$ cat config.mk
export PLATFORM = sky130hd
export DESIGN_NAME = key_slot_binding_table_flat
export DESIGN_NICKNAME = d
export VERILOG_FILES = /design/src/ksbt_pkg.sv /design/src/ksbt_req_if.sv /design/src/ksbt_rsp_if.sv /design/src/ksbt_ctrl.sv /design/src/ksbt_datapath.sv /design/src/key_slot_binding_table.sv /design/src/flat_wrapper.sv
export SDC_FILE = /design/constraint.sdc
export NUM_CORES = 1
export LEC_CHECK = 0
export ABC_AREA = 1
export BUFFER_PORTS_ARGS = -buffer_cell sky130_fd_sc_hd__buf_2
export CAP_MARGIN = 0
export CORE_AREA = 5 5 199 181
export CTS_CLUSTER_DIAMETER = 60
export CTS_CLUSTER_SIZE = 16
export DETAILED_ROUTE_END_ITERATION = 8
export DIE_AREA = 0 0 204 186
export GPL_TIMING_DRIVEN = 0
export PLACE_DENSITY = 0.72
export SYNTH_ARGS = -nofsm -noshare
export SYNTH_HDL_FRONTEND = slang
export SYNTH_HIERARCHICAL = 1
export SYNTH_SLANG_ARGS = --single-unit
$ cat constraint.sdc
create_clock -name i_clk -period 3.56 [get_ports i_clk]
set_clock_uncertainty 0.1 [all_clocks]
set_input_delay 0.712 -clock i_clk [delete_from_list [all_inputs] [get_ports i_clk]]
set_output_delay 0.712 -clock i_clk [all_outputs]
set_load 0.005 [all_outputs]
$ cat src/ksbt_pkg.sv
`timescale 1ns / 1ps
// Shared types and constants for the key slot binding table.
// No dependencies.
package ksbt_pkg;

    localparam int KEY_W     = 32;
    localparam int SLOTS_DEF = 8;
    localparam int OUT_SLOT_W = 3;

    typedef logic [1:0]            t_opcode;
    typedef logic [2:0]            t_status;
    typedef logic [KEY_W-1:0]      t_key;
    typedef logic [OUT_SLOT_W-1:0] t_out_slot;

    localparam t_opcode OP_BIND   = 2'd0;
    localparam t_opcode OP_UNBIND = 2'd1;
    localparam t_opcode OP_CLEAR  = 2'd2;

    localparam t_status ST_OK        = 3'd0;
    localparam t_status ST_RESERVED  = 3'd1;
    localparam t_status ST_BOUND     = 3'd2;
    localparam t_status ST_FULL      = 3'd3;
    localparam t_status ST_NOT_BOUND = 3'd4;

    localparam t_key RESERVED_KEY_RST = 32'hFFFF_FFFF;

    typedef struct packed {
        logic load;
        logic match;
        logic resolve;
    } t_ctl_cmd;

endpackage

$ cat src/ksbt_req_if.sv
`timescale 1ns / 1ps
// Request channel: opcode and key with valid/ready handshake.
// Depends on ksbt_pkg.
interface ksbt_req_if import ksbt_pkg::*; ();
    logic    valid;
    logic    ready;
    t_opcode opcode;
    t_key    key;

    modport source (output valid, output opcode, output key, input ready);
    modport sink   (input valid, input opcode, input key, output ready);
endinterface

$ cat src/ksbt_rsp_if.sv
`timescale 1ns / 1ps
// Response channel: status and slot with valid/ready handshake.
// Depends on ksbt_pkg.
interface ksbt_rsp_if import ksbt_pkg::*; ();
    logic      valid;
    logic      ready;
    t_status   status;
    t_out_slot slot;

    modport source (output valid, output status, output slot, input ready);
    modport sink   (input valid, input status, input slot, output ready);
endinterface

$ cat src/ksbt_ctrl.sv
`timescale 1ns / 1ps
// Controller: sequences one request through capture, match and resolve,
// and owns the handshakes. Depends on ksbt_pkg.
module ksbt_ctrl import ksbt_pkg::*; (
    input  logic     i_clk,
    input  logic     i_rst_n,
    input  logic     i_req_valid,
    output logic     o_req_ready,
    output logic     o_rsp_valid,
    input  logic     i_rsp_ready,
    output t_ctl_cmd o_cmd
);

    localparam logic [1:0] S_IDLE    = 2'd0;
    localparam logic [1:0] S_MATCH   = 2'd1;
    localparam logic [1:0] S_RESOLVE = 2'd2;

    logic [1:0] r_state, n_state;
    logic       r_out_valid, n_out_valid;
    logic       can_load;

    assign o_req_ready = (r_state == S_IDLE);
    assign o_rsp_valid = r_out_valid;
    assign can_load    = !r_out_valid || i_rsp_ready;

    always_comb begin
        n_state       = r_state;
        o_cmd.load    = 1'b0;
        o_cmd.match   = 1'b0;
        o_cmd.resolve = 1'b0;
        case (r_state)
            S_IDLE: begin
                if (i_req_valid) begin
                    o_cmd.load = 1'b1;
                    n_state    = S_MATCH;
                end
            end
            S_MATCH: begin
                o_cmd.match = 1'b1;
                n_state     = S_RESOLVE;
            end
            S_RESOLVE: begin
                if (can_load) begin
                    o_cmd.resolve = 1'b1;
                    n_state       = S_IDLE;
                end
            end
            default: begin
                n_state = S_IDLE;
            end
        endcase
    end

    always_comb begin
        n_out_valid = r_out_valid;
        if (o_cmd.resolve) begin
            n_out_valid = 1'b1;
        end else if (r_out_valid && i_rsp_ready) begin
            n_out_valid = 1'b0;
        end
    end

    always_ff @(posedge i_clk) begin
        if (!i_rst_n) begin
            r_state     <= S_IDLE;
            r_out_valid <= 1'b0;
        end else begin
            r_state     <= n_state;
            r_out_valid <= n_out_valid;
        end
    end

endmodule

$ cat src/ksbt_datapath.sv
`timescale 1ns / 1ps
// Datapath: slot key table, bound flags, reserved key, parallel key compare,
// priority encoders and the response register. Depends on ksbt_pkg.
module ksbt_datapath import ksbt_pkg::*; #(
    parameter int SLOTS = SLOTS_DEF
) (
    input  logic      i_clk,
    input  logic      i_rst_n,
    input  t_ctl_cmd  i_cmd,
    input  t_opcode   i_opcode,
    input  t_key      i_key,
    input  logic      i_cfg_we,
    input  t_key      i_cfg_wdata,
    output t_status   o_status,
    output t_out_slot o_slot
);

    localparam int SLOT_W = $clog2(SLOTS);

    t_key             r_rsv_key;
    t_opcode          r_op;
    t_key             r_key;
    t_key             r_slot_key [SLOTS];
    logic [SLOTS-1:0] r_slot_used;
    logic [SLOTS-1:0] r_hit_vec;
    logic             r_is_rsv;
    t_status          r_status;
    t_out_slot        r_slot;

    logic [SLOTS-1:0]    free_vec;
    logic                hit_any;
    logic                free_any;
    logic [SLOT_W-1:0]   hit_idx;
    logic [SLOT_W-1:0]   free_idx;
    logic [SLOT_W-1:0]   res_idx;
    logic [SLOT_W+2:0]   res_ext;
    t_status             res_status;
    logic                bind_we;
    logic                unbind_we;
    logic                clear_we;

    assign free_vec = ~r_slot_used;
    assign hit_any  = |r_hit_vec;
    assign free_any = |free_vec;

    always_comb begin
        hit_idx  = '0;
        free_idx = '0;
        for (int i = SLOTS - 1; i >= 0; i--) begin
            if (r_hit_vec[i]) begin
                hit_idx = SLOT_W'(i);
            end
            if (free_vec[i]) begin
                free_idx = SLOT_W'(i);
            end
        end
    end

    always_comb begin
        res_status = ST_OK;
        res_idx    = '0;
        bind_we    = 1'b0;
        unbind_we  = 1'b0;
        clear_we   = 1'b0;
        case (r_op)
            OP_BIND: begin
                if (r_is_rsv) begin
                    res_status = ST_RESERVED;
                end else if (hit_any) begin
                    res_status = ST_BOUND;
                end else if (!free_any) begin
                    res_status = ST_FULL;
                end else begin
                    res_idx = free_idx;
                    bind_we = 1'b1;
                end
            end
            OP_UNBIND: begin
                if (r_is_rsv) begin
                    res_status = ST_RESERVED;
                end else if (!hit_any) begin
                    res_status = ST_NOT_BOUND;
                end else begin
                    res_idx   = hit_idx;
                    unbind_we = 1'b1;
                end
            end
            OP_CLEAR: begin
                clear_we = 1'b1;
            end
            default: begin
                res_status = ST_OK;
            end
        endcase
    end

    assign res_ext = {3'b000, res_idx};

    always_ff @(posedge i_clk) begin
        if (!i_rst_n) begin
            r_rsv_key <= RESERVED_KEY_RST;
        end else if (i_cfg_we) begin
            r_rsv_key <= i_cfg_wdata;
        end
    end

    always_ff @(posedge i_clk) begin
        if (i_cmd.load) begin
            r_op  <= i_opcode;
            r_key <= i_key;
        end
        if (i_cmd.match) begin
            for (int i = 0; i < SLOTS; i++) begin
                r_hit_vec[i] <= r_slot_used[i] && (r_slot_key[i] == r_key);
            end
            r_is_rsv <= (r_key == r_rsv_key);
        end
        if (i_cmd.resolve) begin
            r_status <= res_status;
            r_slot   <= res_ext[OUT_SLOT_W-1:0];
        end
    end

    always_ff @(posedge i_clk) begin
        if (i_cmd.resolve && bind_we) begin
            r_slot_key[free_idx] <= r_key;
        end
    end

    always_ff @(posedge i_clk) begin
        if (!i_rst_n) begin
            r_slot_used <= '0;
        end else if (i_cmd.resolve) begin
            if (clear_we) begin
                r_slot_used <= '0;
            end else if (bind_we) begin
                r_slot_used[free_idx] <= 1'b1;
            end else if (unbind_we) begin
                r_slot_used[hit_idx] <= 1'b0;
            end
        end
    end

    assign o_status = r_status;
    assign o_slot   = r_slot;

endmodule

$ cat src/key_slot_binding_table.sv
`timescale 1ns / 1ps
// Key slot binding table: binds keys to the lowest free slot, unbinds, clears.
// A request passes capture, parallel compare and resolve, which registers the response
// and waits while an earlier response is not yet taken. Requests are taken one at a time.
// A waiting response does not block the next request's capture.
// Reset (synchronous, active low) frees all slots and sets the reserved key to all ones.
module key_slot_binding_table import ksbt_pkg::*; #(
    parameter int SLOTS = SLOTS_DEF
) (
    input  logic       i_clk,
    input  logic       i_rst_n,
    ksbt_req_if.sink   i_req,
    ksbt_rsp_if.source o_rsp,
    input  logic       i_cfg_we,
    input  t_key       i_cfg_wdata
);

    t_ctl_cmd cmd;

    ksbt_ctrl u_ctrl (
        .i_clk       (i_clk),
        .i_rst_n     (i_rst_n),
        .i_req_valid (i_req.valid),
        .o_req_ready (i_req.ready),
        .o_rsp_valid (o_rsp.valid),
        .i_rsp_ready (o_rsp.ready),
        .o_cmd       (cmd)
    );

    ksbt_datapath #(
        .SLOTS (SLOTS)
    ) u_datapath (
        .i_clk       (i_clk),
        .i_rst_n     (i_rst_n),
        .i_cmd       (cmd),
        .i_opcode    (i_req.opcode),
        .i_key       (i_req.key),
        .i_cfg_we    (i_cfg_we),
        .i_cfg_wdata (i_cfg_wdata),
        .o_status    (o_rsp.status),
        .o_slot      (o_rsp.slot)
    );

endmodule

$ cat src/flat_wrapper.sv
// flat-port wrapper written by rule: the top's interface ports become plain ports
module key_slot_binding_table_flat import ksbt_pkg::*;
#(
    parameter int SLOTS = SLOTS_DEF
)
  (i_clk, i_rst_n, i_cfg_we, i_cfg_wdata, i_req_valid, i_req_opcode, i_req_key, i_req_ready, o_rsp_valid, o_rsp_status, o_rsp_slot, o_rsp_ready);
  ksbt_req_if i_req_i ();
  ksbt_rsp_if o_rsp_i ();
  input  logic i_clk;
  input  logic i_rst_n;
  input  logic i_cfg_we;
  input  t_key i_cfg_wdata;
  input wire logic [$bits(i_req_i.valid)-1:0] i_req_valid;
  input wire logic [$bits(i_req_i.opcode)-1:0] i_req_opcode;
  input wire logic [$bits(i_req_i.key)-1:0] i_req_key;
  output wire logic [$bits(i_req_i.ready)-1:0] i_req_ready;
  output wire logic [$bits(o_rsp_i.valid)-1:0] o_rsp_valid;
  output wire logic [$bits(o_rsp_i.status)-1:0] o_rsp_status;
  output wire logic [$bits(o_rsp_i.slot)-1:0] o_rsp_slot;
  input wire logic [$bits(o_rsp_i.ready)-1:0] o_rsp_ready;
  assign i_req_i.valid = i_req_valid;
  assign i_req_i.opcode = i_req_opcode;
  assign i_req_i.key = i_req_key;
  assign i_req_ready = i_req_i.ready;
  assign o_rsp_valid = o_rsp_i.valid;
  assign o_rsp_status = o_rsp_i.status;
  assign o_rsp_slot = o_rsp_i.slot;
  assign o_rsp_i.ready = o_rsp_ready;
  key_slot_binding_table #(.SLOTS(SLOTS)) u_core (.i_clk(i_clk), .i_rst_n(i_rst_n), .i_req(i_req_i), .o_rsp(o_rsp_i), .i_cfg_we(i_cfg_we), .i_cfg_wdata(i_cfg_wdata));
endmodule
Word-level counts from Yosys, hierarchy flattened
Memory sizes are Yosys's and may differ from the RTL's.
Cells that the tools add are included.
Word-level totals
  latch bits: 0
  RAM bits: 256
  register bits: 92
  bits of input ports: 71
  word-level logic and storage cells: 111
  output and inout port bits: 8
  memories: 1
  ROM bits: 0
Cells by class
  $mul: 0
  $add $sub $neg: 0
  shift operators: 0
  mux-type cells: 55
  divide/modulo/power cells: 0
  $lt $le $gt $ge: 4
  reductions and logical operators: 22
  equal/unequal tests: 15
  bitwise gates (word level): 4
Memory list
  u_core.u_datapath.r_slot_key: words 8, bits a word 32, rd ports 8, clocked after Yosys merged registers in 0, wr ports 1, line ksbt_datapath.sv:23  | t_key r_slot_key [SLOTS];
Operator list (number)
  32-bit == test: 9
  3-bit two-way mux: 23
  8-bit two-way mux: 3
  1-bit two-way mux: 19
  8-bit NOT: 2
  8-bit OR reduction: 2
  1-bit logical AND: 12
  3-bit case mux with 2 select lines: 2
  2-bit two-way mux: 5
  8-bit bitwise AND: 1
  3-bit by 4-bit less-than comparator with 1-bit output, second input constant: 2
  8-bit OR: 1
  1-bit demux with 3-bit select: 2
  3-bit by 1-bit greater-or-equal comparator with 1-bit output, second input constant: 2
  2-bit case mux with 3 select lines: 1
  2-bit by 1-bit == test with 1-bit output, second input constant: 2
  2-bit == test, second input constant: 2
  2-bit zero test: 2
  2-bit inequality test, second input constant: 2
  2-bit AND reduction: 2
  3-bit nonzero test: 1
  2-bit nonzero test: 1
  1-bit zero test: 1
  1-bit logical OR: 1

Depth between registers and ports, before layout
  depth in word-level cells: 17
  mapped depth: 12
  mapped depth without buffers: 12

By module
Netlist, hierarchy kept.
Modules (own cells, without submodules)
  ksbt_datapath: cells each 1292, area each 14802.9 sq um, sequential area each 9959.6 sq um, times used 1
  ksbt_ctrl: cells each 21, area each 147.6 sq um, sequential area each 60.1 sq um, times used 1

Worst setup path before layout
OpenSTA, ideal clock, no wires.
  path type: input -> register
  start: input i_req_valid
  end: register u_core.u_datapath.r_key[0] (enable)
  data arrival time: 2.194 ns
  data required time: 3.035 ns
  cell stages on the path: 2
  setup time: 0.425 ns
  buffers on the path: 0
  path slack: 0.841 ns
  path through: inv_1 -> nor2_1
RTL lines
  start, declared: line flat_wrapper.sv:13  | input wire logic [$bits(i_req_i.valid)-1:0] i_req_valid;
  end signal, assigned: line ksbt_datapath.sv:110  | r_key <= i_key;
  end, declared: line ksbt_datapath.sv:22  | t_key r_key;

Final worst setup path
  start: register u_core.u_datapath.r_key[25]
  end: register u_core.u_datapath.r_hit_vec[6] (data pin)
On the way
  word-level cells in the longest chain between the ends: 2
Ends and longest elaborated chain
  32-bit == test: line ksbt_datapath.sv:114  | r_hit_vec[i] <= r_slot_used[i] && (r_slot_key[i] == r_key);
  1-bit logical AND: line ksbt_datapath.sv:114
  end signal, assigned by index: line ksbt_datapath.sv:114
  end, declared: line ksbt_datapath.sv:25  | logic [SLOTS-1:0] r_hit_vec;
Every way passes these cells.
A chain may end at the register's enable or synchronous reset.

==> results.md <==
* Met1 track utilization from global routing at 0.320
* Delay-heaviest family, CP: simple AND/OR/NAND/NOR gates
* Root buffer cell: clkbuf_16
* Die Y-Extent at 186 µm
* Final Power at ~8600 µW
* Total wirelength of the detailed-routed design at 45300 µm
* Critical-path maximum fanout at 10
* Buffers inserted during post-CTS setup optimization at 0
* DPL Wire Length at roughly 31000 µm
* Post-Synthesis Net Count at ~1400
* Mean area per synthesized cell at approximately 11 µm²
* Starting utilization of the core area at 0.443
* Combinational power share at 0.062
* Total gr overflow at 0
* Critical path class: reg -> reg
* Required time reported for the critical path endpoint at 3.86 ns
* Share of post-route cells with drive strength above 1 at 0.149
* Drt pass-1 iters at 5
* Area added between synthesis and finish at 14.6%
* CTS Hold Buffers Added at 0
* Number of synthesized flops with an enable pin at about 300
* Routed vias/inst at ~5.6
* Worst hold stages at 1
* Number of max-slew violations in the final report at 0
* Antenna violations before repair at 0
* Library cell contributing the largest single delay on the critical path: edfxtp_1
* Total power per unit cell area at 500 mW/mm²
* Final routed DRC violation total at 0
* Met3 GRT Util at 0.0526
* Cell depth of the worst flop-to-flop path at 8
* Power share of the clock group at 0.395
* TritonCTS clock tree: done
* Largest net degree at the start of global routing at 33
* Antenna Violating Nets Remaining at 0
* Number of I/O pins at 79
* Tightest Pin Transition at 1.31 ns
* Final cell utilization of the core at 0.508
* Setup crit start kind: flip-flop
* Resized cells post-CTS at 0
* Min Hold Slack at 0.220 ns
* Largest stage delay, worst path at 0.69 ns
* Antenna cells at 0
* Critical Path, Cell by Cell: inv_1 -> buf_2 -> o22ai_1 -> nor2_1 -> nand2_1 -> nor2_1 -> nand3_1 -> nor2_1
* Number of instances in the synthesized netlist at roughly 1300
* GRT busiest layer: met2
* Worst slew margin relative to its limit at 0.122
* Sequential group share of total power at 0.542
* CTS Buffer Depth at 3
* Clock-pin slew of the registers on the worst-case setup and hold paths at about 0.07 ns
* Worst Slack Setup Final at 0.462 ns
* Clock sink count at 348
* Worst Setup End Kind: flip-flop
* Total GRT Usage at 0.235
* Final sum of negative setup slack at 0 ns
* R2R setup slack at 0.46 ns
* Die extent in x at around 200 µm
* CP dominant cell by count: nor2_1
* Min cycle time layout at 3.10 ns
* Proportion of register bits with asynchronous set or reset after synthesis at 0
* Synthesis-stage register bit count at 348
* Global routing met2 resource utilization at 0.379
* Max Freq at 0.323 GHz
* Total number of nets in the final design at 1500
* Leakage at 0.00626 µW
* Routability congestion estimate at between 1 and 1.5
* Cell area after synthesis at between 0.01 and 0.015 mm²
* Vias in the first global route at 10200
* Critical Path AT at roughly 3.4 ns
* Switching pwr at 1970 µW
* Clk_lat worst skew at 0.56 ns
* Most common cell after layout, fill and taps aside: edfxtp_1
* Final cycle utilization of the critical path at 0.870
* Initial DRC Count at 1195
* RSZ-0062 raised after global routing: no
* Number of buffers and inverters on the critical path at 2
* Number of endpoints failing setup at the final stage at 0
* Run status: finished, final reports clean
* Total of max-cap violations at 0
* Synthesis Warnings at 6
* Number of unique standard cell types used by synthesis at 45
* Std cell rows at 64
* Commonest non-fill, non-tap cells in the layout: edfxtp_1, nand2_1, buf_2
* Number of vias after detailed routing at 10700
* Global-route wire length before repair at roughly 65000 µm
* Average wire per standard cell at between 20 and 25 µm
* Port-buffer cells at 77
* Top_reg_cell synth: edfxtp_1
* Internal power consumption at 6600 µW
* Clock buffers created by TritonCTS at 29
* Floorplan core area at between 0.03 and 0.04 mm²
* Path length in cells of the critical path at 8
* Sequential area share after synthesis at 0.670
* Peak supply drop at 0.000412 V
* Hold Vio Cnt, Final at 0
* Net Sw Frac at 0.229
* Worst slack at placement at 0.280 ns
* Die Area at approximately 0.038 mm²
* CTS H-tree depth at 1
* Hold Crit Class: in -> reg
==> flip-flops by register name (all words and copies together), names as in the netlist <==
signal / count
u_core/u_datapath/r_slot_key: 256
u_core/u_datapath/r_key: 32
u_core/u_datapath/r_rsv_key: 32
u_core/u_datapath/r_hit_vec: 8
u_core/u_datapath/r_slot_used: 8
u_core/u_datapath/o_slot: 3
u_core/u_datapath/o_status: 3
u_core/u_ctrl/r_state: 2
u_core/u_datapath/r_op: 2
u_core/u_ctrl/o_rsp_valid: 1
u_core/u_datapath/r_is_rsv: 1
==> power groups by stage <==
stage | registers (µW) | logic [µW] | clock network, µW
global placement | 4730 | 510 | 0
floorplan | 4650 | 325 | 0
detailed placement | 4730 | 526 | 0
CTS | 4640 | 529 | 3440
finish | 4650 | 535 | 3390
global route | 4650 | 581 | 3590
==> Yosys cell counts (3+ instances only) <==
library cell	count	share of area
o221ai_1	5	0.0029
nand2_1	300	0.075
xor2_1	47	0.028
nand4_1	29	0.012
nor3_1	17	0.0057
or2_2	23	0.0096
inv_2	10	0.0025
dfxtp_1	43	0.058
o21ai_0	65	0.022
a22o_1	11	0.0064
a221oi_1	8	0.0047
nand2_2	5	0.0021
buf_4	3	0.0015
nor4_1	6	0.0025
nor2_1	105	0.026
buf_2	30	0.010
o22ai_1	40	0.017
clkbuf_1	9	0.0023
nor2_2	5	0.0021
edfxtp_1	305	0.61
nand3_1	63	0.021
o21ai_1	4	0.0013
a21oi_1	17	0.0057
inv_1	79	0.020
xnor2_1	61	0.036
==> area by class of cell <==
type	count	area (µm²)
Tap cell	462	578
Clock buffer	39	857
Buffer	44	224
Inverter	91	343
Multi-Input combinational cell	830	4370
Sequential cell	348	10000
Fill cell	2975	16600
Timing Repair Buffer	85	586
Clock inverter	12	148
==> worst paths after layout <==
path / start / to
hold / removal: i_req_key[4] / u_core/u_datapath/r_key[4]$_DFFE_PP_
hold reg to reg: u_core/u_datapath/r_rsv_key[31]$_SDFFE_PN1P_ / u_core/u_datapath/r_rsv_key[31]$_SDFFE_PN1P_
setup reg to reg: u_core/u_datapath/r_key[25]$_DFFE_PP_ / u_core/u_datapath/r_hit_vec[6]$_DFFE_PP_
setup / recovery: u_core/u_datapath/r_key[25]$_DFFE_PP_ / u_core/u_datapath/r_hit_vec[6]$_DFFE_PP_
==> cells by family (layout without fill, tap and decap cells) <==
| logic type | count (synthesis) | after routing | share of synthesized area |
|---|---|---|---|
| xor+xnor | 108 | 108 | 0.0633 |
| flops | 348 | 348 | 0.670 |
| simple gates | 564 | 564 | 0.165 |
| compound gates | 158 | 158 | 0.0639 |
| buf+inv | 135 | 271 | 0.0379 |
==> stage by stage <==
stage,area [µm²],instances
2_1_floorplan,15000,1313
3_3_place_gp,15900,1852
3_5_place_dp,16000,1854
4_1_cts,17000,1905
5_1_grt,17100,1911
6_report,17100,1911
==> metal layers <==
| metal | part of all wire | vias up |
|---|---|---|
| met5 | 0 | - |
| met4 | 0.037 | 0 |
| met3 | 0.12 | 95 |
| met2 | 0.45 | 616 |
| met1 | 0.39 | 5158 |
| li1 | - | 4795 |
(Power assumes the default switching activity.)
